--- config.mk ---
export PLATFORM = sky130hd
export DESIGN_NAME = json_string_unescape_utf8
export DESIGN_NICKNAME = d
export VERILOG_FILES = /design/src/rtl/jsu_pkg.sv /design/src/rtl/jsu_decode.sv /design/src/rtl/jsu_emit.sv /design/src/rtl/json_string_unescape_utf8.sv
export SDC_FILE = /design/constraint.sdc
export NUM_CORES = 1
export LEC_CHECK = 0
export BUFFER_PORTS_ARGS = -buffer_cell sky130_fd_sc_hd__buf_4
export CAP_MARGIN = 0
export CORE_ASPECT_RATIO = 1.4
export CORE_MARGIN = 2
export CORE_UTILIZATION = 29
export CTS_CLUSTER_SIZE = 20
export DETAILED_ROUTE_END_ITERATION = 12
export PLACE_DENSITY = 0.53
export SLEW_MARGIN = 20
export SYNTH_ARGS = -nofsm -noshare
export SYNTH_HDL_FRONTEND = slang
export SYNTH_SLANG_ARGS = --single-unit
--- constraint.sdc ---
create_clock -name clk -period 6.32 [get_ports clk]
set_input_delay 0.632 -clock clk [delete_from_list [all_inputs] [get_ports clk]]
set_output_delay 0.632 -clock clk [all_outputs]
set_load 0.02 [all_outputs]
--- src/rtl/jsu_pkg.sv ---
// Package for the JSON string unescaper: phase, result kind and error codes,
// and the per-byte result bundle passed from the decoder to the emitter.
// No dependencies.
package jsu_pkg;

	// Decoder phase, four bits wide
	typedef enum logic [3:0] {
		PH_IDLE    = 4'd0,
		PH_BODY    = 4'd1,
		PH_ESC     = 4'd2,
		PH_HEX1    = 4'd3,
		PH_BSL     = 4'd4,
		PH_U       = 4'd5,
		PH_HEX2    = 4'd6,
		PH_DISCARD = 4'd7
	} phase_t;

	// Result kind
	typedef enum logic [1:0] {
		KIND_DATA = 2'd0,
		KIND_END  = 2'd1,
		KIND_ERR  = 2'd2
	} kind_t;

	// Error codes
	typedef enum logic [3:0] {
		ERR_NO_OPEN    = 4'd0,
		ERR_CONTROL    = 4'd1,
		ERR_CUT_ESC    = 4'd2,
		ERR_BAD_ESC    = 4'd3,
		ERR_CUT_HEX    = 4'd4,
		ERR_BAD_HEX    = 4'd5,
		ERR_NO_LOW     = 4'd6,
		ERR_BAD_LOW    = 4'd7,
		ERR_STRAY_LOW  = 4'd8,
		ERR_UNTERM     = 4'd9
	} err_t;

	localparam int MAX_DATA = 4;

	// Everything one input byte produces: up to four data bytes, then at
	// most one closing item (end of string or error)
	typedef struct packed {
		logic [MAX_DATA-1:0][7:0] data;
		logic [2:0]               n_data;
		logic                     tail;
		kind_t                    tail_kind;
		err_t                     tail_code;
	} bundle_t;

endpackage

--- src/rtl/jsu_decode.sv ---
// Byte decoder: holds the string-parsing state and combinationally turns one
// input byte into a result bundle.
// Depends on jsu_pkg.
module jsu_decode (
	input  logic             clk,
	input  logic             arst_n,
	input  logic             acc,
	input  logic [7:0]       in_byte,
	input  logic             in_last,
	output jsu_pkg::bundle_t bundle
);
	import jsu_pkg::*;

	typedef struct packed {
		logic [MAX_DATA-1:0][7:0] b;
		logic [2:0]               n;
	} utf8_t;

	typedef struct packed {
		logic       ok;
		logic [3:0] val;
	} hexd_t;

	// Encode a code point as UTF-8, first byte in the lowest slot
	function automatic utf8_t utf8_encode(input logic [20:0] cp);
		utf8_t r;
		r = '0;
		if (cp[20:7] == '0) begin
			r.b[0] = cp[7:0];
			r.n    = 3'd1;
		end else if (cp[20:11] == '0) begin
			r.b[0] = {3'b110, cp[10:6]};
			r.b[1] = {2'b10, cp[5:0]};
			r.n    = 3'd2;
		end else if (cp[20:16] == '0) begin
			r.b[0] = {4'b1110, cp[15:12]};
			r.b[1] = {2'b10, cp[11:6]};
			r.b[2] = {2'b10, cp[5:0]};
			r.n    = 3'd3;
		end else begin
			r.b[0] = {5'b11110, cp[20:18]};
			r.b[1] = {2'b10, cp[17:12]};
			r.b[2] = {2'b10, cp[11:6]};
			r.b[3] = {2'b10, cp[5:0]};
			r.n    = 3'd4;
		end
		return r;
	endfunction

	// Map an ASCII hex digit to its value
	function automatic hexd_t hex_digit(input logic [7:0] c);
		hexd_t r;
		r = '0;
		if (c >= 8'h30 && c <= 8'h39) begin
			r.ok  = 1'b1;
			r.val = c[3:0];
		end else if ((c >= 8'h61 && c <= 8'h66) || (c >= 8'h41 && c <= 8'h46)) begin
			r.ok  = 1'b1;
			r.val = c[3:0] + 4'd9;
		end
		return r;
	endfunction

	phase_t      phase_q, phase_n;
	logic [1:0]  dcnt_q, dcnt_n;
	logic [15:0] hex_q, hex_n;
	logic [9:0]  high_q, high_n;

	hexd_t       hd;
	logic [15:0] quad;
	logic [20:0] cp;
	utf8_t       enc;
	logic        is_high, is_low;

	// Code point for the current quad, or for a surrogate pair
	assign hd      = hex_digit(in_byte);
	assign quad    = {hex_q[11:0], hd.val};
	assign is_high = (quad >= 16'hd800) && (quad <= 16'hdbff);
	assign is_low  = (quad >= 16'hdc00) && (quad <= 16'hdfff);
	assign cp      = (phase_q == PH_HEX2) ? 21'h10000 + {1'b0, high_q, quad[9:0]}
	                                       : {5'b0, quad};
	assign enc     = utf8_encode(cp);

	// Next state and result bundle
	always_comb begin
		phase_n = phase_q;
		dcnt_n  = dcnt_q;
		hex_n   = hex_q;
		high_n  = high_q;
		bundle  = '0;
		bundle.tail_kind = KIND_ERR;
		bundle.tail_code = ERR_NO_OPEN;

		unique case (phase_q)
			PH_BODY: begin
				if (in_byte == 8'h22) begin
					bundle.tail      = 1'b1;
					bundle.tail_kind = KIND_END;
					phase_n          = PH_IDLE;
				end else if (in_byte < 8'h20) begin
					bundle.tail      = 1'b1;
					bundle.tail_code = ERR_CONTROL;
				end else if (in_byte == 8'h5c) begin
					phase_n = PH_ESC;
					if (in_last) begin
						bundle.tail      = 1'b1;
						bundle.tail_code = ERR_CUT_ESC;
					end
				end else begin
					bundle.data[0] = in_byte;
					bundle.n_data  = 3'd1;
					if (in_last) begin
						bundle.tail      = 1'b1;
						bundle.tail_code = ERR_UNTERM;
					end
				end
			end
			PH_ESC: begin
				case (in_byte)
					8'h22, 8'h5c, 8'h2f: bundle.data[0] = in_byte;
					8'h62:               bundle.data[0] = 8'h08;
					8'h66:               bundle.data[0] = 8'h0c;
					8'h6e:               bundle.data[0] = 8'h0a;
					8'h72:               bundle.data[0] = 8'h0d;
					8'h74:               bundle.data[0] = 8'h09;
					default:             bundle.data[0] = 8'h00;
				endcase
				if (in_byte inside {8'h22, 8'h5c, 8'h2f, 8'h62, 8'h66, 8'h6e, 8'h72,
						8'h74}) begin
					bundle.n_data = 3'd1;
					phase_n       = PH_BODY;
					if (in_last) begin
						bundle.tail      = 1'b1;
						bundle.tail_code = ERR_UNTERM;
					end
				end else if (in_byte == 8'h75) begin
					dcnt_n  = 2'd0;
					hex_n   = 16'h0;
					phase_n = PH_HEX1;
					if (in_last) begin
						bundle.tail      = 1'b1;
						bundle.tail_code = ERR_CUT_HEX;
					end
				end else begin
					bundle.tail      = 1'b1;
					bundle.tail_code = ERR_BAD_ESC;
				end
			end
			PH_HEX1, PH_HEX2: begin
				if (!hd.ok) begin
					bundle.tail      = 1'b1;
					bundle.tail_code = ERR_BAD_HEX;
				end else begin
					hex_n = quad;
					if (dcnt_q == 2'd3) begin
						dcnt_n = 2'd0;
						if (phase_q == PH_HEX1 && is_high) begin
							high_n  = quad[9:0];
							phase_n = PH_BSL;
							if (in_last) begin
								bundle.tail      = 1'b1;
								bundle.tail_code = ERR_NO_LOW;
							end
						end else if (phase_q == PH_HEX1 && is_low) begin
							bundle.tail      = 1'b1;
							bundle.tail_code = ERR_STRAY_LOW;
						end else if (phase_q == PH_HEX2 && !is_low) begin
							bundle.tail      = 1'b1;
							bundle.tail_code = ERR_BAD_LOW;
						end else begin
							bundle.data   = enc.b;
							bundle.n_data = enc.n;
							phase_n       = PH_BODY;
							if (in_last) begin
								bundle.tail      = 1'b1;
								bundle.tail_code = ERR_UNTERM;
							end
						end
					end else begin
						dcnt_n = dcnt_q + 2'd1;
						if (in_last) begin
							bundle.tail      = 1'b1;
							bundle.tail_code = ERR_CUT_HEX;
						end
					end
				end
			end
			PH_BSL: begin
				if (in_byte == 8'h5c) begin
					phase_n = PH_U;
					if (in_last) begin
						bundle.tail      = 1'b1;
						bundle.tail_code = ERR_NO_LOW;
					end
				end else begin
					bundle.tail      = 1'b1;
					bundle.tail_code = ERR_NO_LOW;
				end
			end
			PH_U: begin
				if (in_byte == 8'h75) begin
					dcnt_n  = 2'd0;
					hex_n   = 16'h0;
					phase_n = PH_HEX2;
					if (in_last) begin
						bundle.tail      = 1'b1;
						bundle.tail_code = ERR_CUT_HEX;
					end
				end else begin
					bundle.tail      = 1'b1;
					bundle.tail_code = ERR_NO_LOW;
				end
			end
			PH_DISCARD: begin
				if (in_last) begin
					phase_n = PH_IDLE;
				end
			end
			default: begin
				if (in_byte == 8'h22) begin
					phase_n = PH_BODY;
					if (in_last) begin
						bundle.tail      = 1'b1;
						bundle.tail_code = ERR_UNTERM;
					end
				end else begin
					bundle.tail      = 1'b1;
					bundle.tail_code = ERR_NO_OPEN;
				end
			end
		endcase

		// Any error drops into discard, or straight back to idle on the last byte
		if (bundle.tail && bundle.tail_kind == KIND_ERR) begin
			phase_n = in_last ? PH_IDLE : PH_DISCARD;
		end
	end

	// Advance the parse state on each accepted transaction
	always_ff @(posedge clk or negedge arst_n) begin
		if (!arst_n) begin
			phase_q <= PH_IDLE;
			dcnt_q  <= 2'd0;
			hex_q   <= 16'h0;
			high_q  <= 10'h0;
		end else if (acc) begin
			phase_q <= phase_n;
			dcnt_q  <= dcnt_n;
			hex_q   <= hex_n;
			high_q  <= high_n;
		end
	end

endmodule

--- src/rtl/jsu_emit.sv ---
// Result emitter: holds one result bundle and sends its items one per
// transaction on the output stream, flagging the last one.
// Depends on jsu_pkg.
module jsu_emit (
	input  logic             clk,
	input  logic             arst_n,
	input  logic             load,
	input  jsu_pkg::bundle_t bundle,
	output logic             free,
	output logic             m_tvalid,
	input  logic             m_tready,
	output logic [15:0]      m_tdata,
	output logic             m_tlast,
	output logic [1:0]       m_tuser
);
	import jsu_pkg::*;

	bundle_t    bnd_s1;
	logic       busy_q;
	logic [2:0] idx_q;
	logic [2:0] total;
	logic       on_data;
	logic       is_last;
	kind_t      cur_kind;
	logic [7:0] cur_byte;
	err_t       cur_code;

	assign total   = bnd_s1.n_data + {2'b0, bnd_s1.tail};
	assign on_data = idx_q < bnd_s1.n_data;
	assign is_last = idx_q == total - 3'd1;

	// Select the current item: data bytes first, then the closing item
	always_comb begin
		if (on_data) begin
			cur_kind = KIND_DATA;
			cur_byte = bnd_s1.data[idx_q[1:0]];
			cur_code = ERR_NO_OPEN;
		end else begin
			cur_kind = bnd_s1.tail_kind;
			cur_byte = 8'h00;
			cur_code = (bnd_s1.tail_kind == KIND_ERR) ? bnd_s1.tail_code : ERR_NO_OPEN;
		end
	end

	assign m_tvalid = busy_q;
	assign m_tdata  = {4'b0, cur_code, cur_byte};
	assign m_tuser  = cur_kind;
	assign m_tlast  = is_last;
	assign free     = !busy_q || (m_tready && is_last);

	// Hold the bundle payload
	always_ff @(posedge clk) begin
		if (load) begin
			bnd_s1 <= bundle;
		end
	end

	// Step through the items, reload when a new bundle arrives
	always_ff @(posedge clk or negedge arst_n) begin
		if (!arst_n) begin
			busy_q <= 1'b0;
			idx_q  <= 3'd0;
		end else if (load) begin
			busy_q <= 1'b1;
			idx_q  <= 3'd0;
		end else if (busy_q && m_tready) begin
			if (is_last) begin
				busy_q <= 1'b0;
			end
			idx_q <= idx_q + 3'd1;
		end
	end

endmodule

--- src/rtl/json_string_unescape_utf8.sv ---
// Channel  Dir  Signals                          Contents (low bit up)
// s        in   s_tvalid s_tready s_tdata s_tlast  tdata: in_byte[7:0]; tlast: in_last
// m        out  m_tvalid m_tready m_tdata m_tlast  tdata: out_byte[7:0], error_code[11:8],
//                 m_tuser                          zero[15:12]; tuser: kind; tlast: run_end
//
// Each input byte is decoded in the cycle it is accepted and its results
// (0 to 5) land in one result register; they leave one per cycle while m_tready
// is high. A byte with n results holds the output until all n are taken; a byte
// that yields no result leaves the output untouched. The next byte is
// accepted while the last result of the previous one is being taken. Reset
// returns to waiting for an opening quote with an empty output. Output stalls
// back up into s_tready.
// Top level of the JSON string unescaper; depends on jsu_pkg, jsu_decode, jsu_emit.
module json_string_unescape_utf8 (
	input  logic        clk,
	input  logic        arst_n,
	input  logic        s_tvalid,
	output logic        s_tready,
	input  logic [7:0]  s_tdata,   // in_byte[7:0]
	input  logic        s_tlast,
	output logic        m_tvalid,
	input  logic        m_tready,
	output logic [15:0] m_tdata,   // out_byte[7:0], error_code[11:8], zero[15:12]
	output logic        m_tlast,
	output logic [1:0]  m_tuser    // kind[1:0]
);
	import jsu_pkg::*;

	bundle_t bundle;
	logic    acc;
	logic    load;
	logic    free;

	assign s_tready = free;
	assign acc      = s_tvalid && s_tready;
	// Load the emitter only when the byte produced something
	assign load     = acc && (bundle.n_data != 3'd0 || bundle.tail);

	jsu_decode u_decode (
		.clk     (clk),
		.arst_n  (arst_n),
		.acc     (acc),
		.in_byte (s_tdata),
		.in_last (s_tlast),
		.bundle  (bundle)
	);

	jsu_emit u_emit (
		.clk      (clk),
		.arst_n   (arst_n),
		.load     (load),
		.bundle   (bundle),
		.free     (free),
		.m_tvalid (m_tvalid),
		.m_tready (m_tready),
		.m_tdata  (m_tdata),
		.m_tlast  (m_tlast),
		.m_tuser  (m_tuser)
	);

endmodule
==> summary.txt <==
Status
  – Status: finished, final reports clean

Clock network
  – Max H-tree Level: 3
  – Sink Count: 70
  – Clock Path Buffers: 2
  – Clock slew at reported path FFs: 0.06 ns
  – PostCTS Resize Cnt: 0
  – Hold Buf Count CTS: 0
  – Clock root buffer: clkbuf_16
  – Setup Buffers After CTS: 0
  – CTS tree: built
  – TritonCTS Buffers: 9
  – Worst-skew pair later-pin latency: 0.34 ns

Die
  – # rows: 55
  – Die H: 155 um
  – Die width: 112 um
  – Initial core utilization: 0.293
  – # IOs: 34
  – Die area: 17200 um2
  – CORE AREA: 16000 um2

Worst setup path
  – Worst EP required: 6.38 ns
  – Worst path slowest cell: dfrtp_1
  – Worst R2R Start: u_decode.phase_q[2]$_DFFE_PN0P_
  – Crit Path Max Fanout: 16
  – CP Launch Type: flop
  – Arrival @ worst endpoint: 3.48 ns
  – CP max stage delay: 0.69 ns
  – Reg-to-Reg End: u_emit.bnd_s1[17]$_DFFE_PP_
  – CP Class: reg2reg
  – CP bufs+invs: 0
  – Crit-path cells: and3b_1 > mux2i_1 > and3_1 > nand3_1 > nand4_1 > nand2_1
  – Crit end category: flop
  – FF-to-FF setup slack: 2.90 ns
  – R2R depth: 6
  – CP top delay family: simple AND/OR/NAND/NOR gates

STA
  – Min setup slack post-route: 2.90 ns
  – Least-Margin Pin Slew: 0.875 ns
  – Tcrit/Tclk final: 0.540
  – Endpoints failing setup: 0
  – Fmax: 0.293 GHz
  – Period minus WS final: 3.42 ns
  – Slew HR: 0.412
  – Final Hold Violating Endpoints: 0
  – Final TNS setup: 0 ns
  – Pins over their slew limit: 0
  – Unrepaired setup endpoints after global routing: false
  – Final Skew: 0.00955 ns

Drt
  – WL/cell: 17.7 um
  – # DRC: 0
  – Via density per instance: 5.35
  – Final WL: 12.5 mm
  – Via count: 3777
  – DRT Pass-1 Iters: 4
  – Iteration-0 DRC Markers: 262
  – Final antenna-violating net count: 0

Power
  – PD cells: 374 nW/um2
  – Worst VDD drop: 0.000154 V
  – Leakage power: 2.00 nW
  – Total power: 1.97 mW

Placed design
  – Pre-CTS setup slack: 2.67 ns
  – Routability cong.: 0.869
  – HPWL after DPL: 9.63 mm
  – Placed Area: 5000 um2
  – Count of input and output buffers: 29

GRT
  – Total gr overflow: 0
  – Vias in the first global route: 3850
  – Initial antenna violation count: 0
  – First-pass GRT wire length: 20.7 mm
  – Largest net degree at the start of global routing: 44
  – Gr usage total: 0.151

Layout
  – Area grow syn2layout: 12.5%
  – Layout Utilization: 0.330
  – Fill cells: 1659
  – Layout cells sized above 1: 0.162
  – Number of nets in the layout: 526
  – Commonest non-fill, non-tap cell in the layout: nand2_1
  – Ant. Diodes: 0
  – Design Area, Final: 5280 um2
  – Most frequent cells in the layout: nand2_1, nor2_1, edfxtp_1

Logic synthesis
  – Post-synth EDFFs: 39
  – Ys async rst share: 0.443
  – Syn Std Cell Area: 4700 um2
  – Synthesis-stage register bit count: 70
  – Dominant synthesized flop cell: edfxtp_1
  – Cells after Synth: 491
  – Syn avg cell area: 9.57 um2
  – Post-synthesis sequential area ratio: 0.414
  – Post-synthesis cell type count: 78
  – Yosys Warn Count: 0

Worst hold path
  – Worst min path class: in2async

Run
  – Max Cap Viol: 0
[synthesized netlist by cell type, types with 5 or more instances]
cell type  instances  area, um2
buf_2             12       60.1
mux2i_1            6       60.1
mux4_2             7        158
inv_1             20       75.1
nand4_1            6       37.5
buf_4              7       52.6
o31ai_1            5       37.5
ha_1              11        138
nor3_1            11       55.1
o21ai_1            8       40.0
a21oi_1           29        145
nand2_1           57        214
nand3_1           12       60.1
nor2_1            48        180
mux2_2             7       78.8
edfxtp_1          39       1170
dfrtp_1           31        776
or3_1              5       31.3
clkbuf_1           9       33.8
nor2b_1           11       68.8
a211oi_2           5       62.6
o21ai_0           29        145
xnor2_1            6       52.6
and2_1            11       68.8
[logic make-up after synthesis]
family / share of synthesized area
AO/OA/AOI/OAI: 0.196
XOR/XNOR: 0.0186
adder cells (fa/ha/maj): 0.0293
buffers and inverters: 0.0554
flip-flops: 0.414
multiplexers: 0.0631
other: 0.000798
AND/OR/NAND/NOR: 0.222
[routing by layer]
layer / routed length [um] / vias up / track usage / share of wire
li1: - / 1825 / - / -
met1: 5200 / 1845 / 0.173 / 0.42
met2: 6530 / 79 / 0.271 / 0.52
met3: 320 / 28 / 0.0208 / 0.026
met4: 449 / 0 / 0.0788 / 0.036
met5: 0 / - / 0 / 0
[power breakdown]
part	internal, mW	switching (mW)	total, mW
logic	0.330	0.485	0.815
registers	0.593	0.0984	0.691
clock network	0.269	0.199	0.468
total	1.19	0.782	1.97
[metrics by stage]
step	hold slack [ns]	std cells
after floorplan	0.336	494
after global placement	0.469	690
after detailed placement	0.482	690
after CTS	0.230	706
after global routing	0.251	706
final	0.231	706
[area by class of cell]
cell class,count,area (um2),share of cell area
Sequential cell,70,1950,0.368
Inverter,20,75.1,0.0142
Timing Repair Buffer,31,233,0.0440
Clock buffer,9,225,0.0426
Clock inverter,7,53.8,0.0102
Tap cell,199,249,0.0471
Multi-Input combinational cell,370,2500,0.473
[state kept, by name, summed over array words and instances, names as in the netlist]
| register | cells |
|---|---|
| u_decode.hex_q | 12 |
| u_emit.idx_q | 3 |
| u_decode.high_q | 10 |
| u_emit.bnd_s1 | 39 |
| u_decode.dcnt_q | 2 |
| u_decode.phase_q | 3 |
| u_emit.m_tvalid | 1 |
[worst max path at each step]
stage / from / to / slack, ns / cells after the start
floorplan: s_tdata[1] / u_emit.bnd_s1[0]$_DFFE_PP_ / 3.02 / 9
global placement: s_tdata[1] / u_emit.bnd_s1[31]$_SDFFCE_PP0P_ / 2.75 / 10
detailed placement: s_tdata[1] / u_emit.bnd_s1[31]$_SDFFCE_PP0P_ / 2.67 / 10
CTS: u_decode.phase_q[2]$_DFFE_PN0P_ / u_emit.bnd_s1[22]$_SDFFCE_PP0P_ / 2.94 / 6
global route: u_decode.phase_q[2]$_DFFE_PN0P_ / u_emit.bnd_s1[12]$_DFFE_PP_ / 2.55 / 7
finish: u_decode.phase_q[2]$_DFFE_PN0P_ / u_emit.bnd_s1[17]$_DFFE_PP_ / 2.90 / 6
No activity file was read; power rests on OpenSTA's default activity.
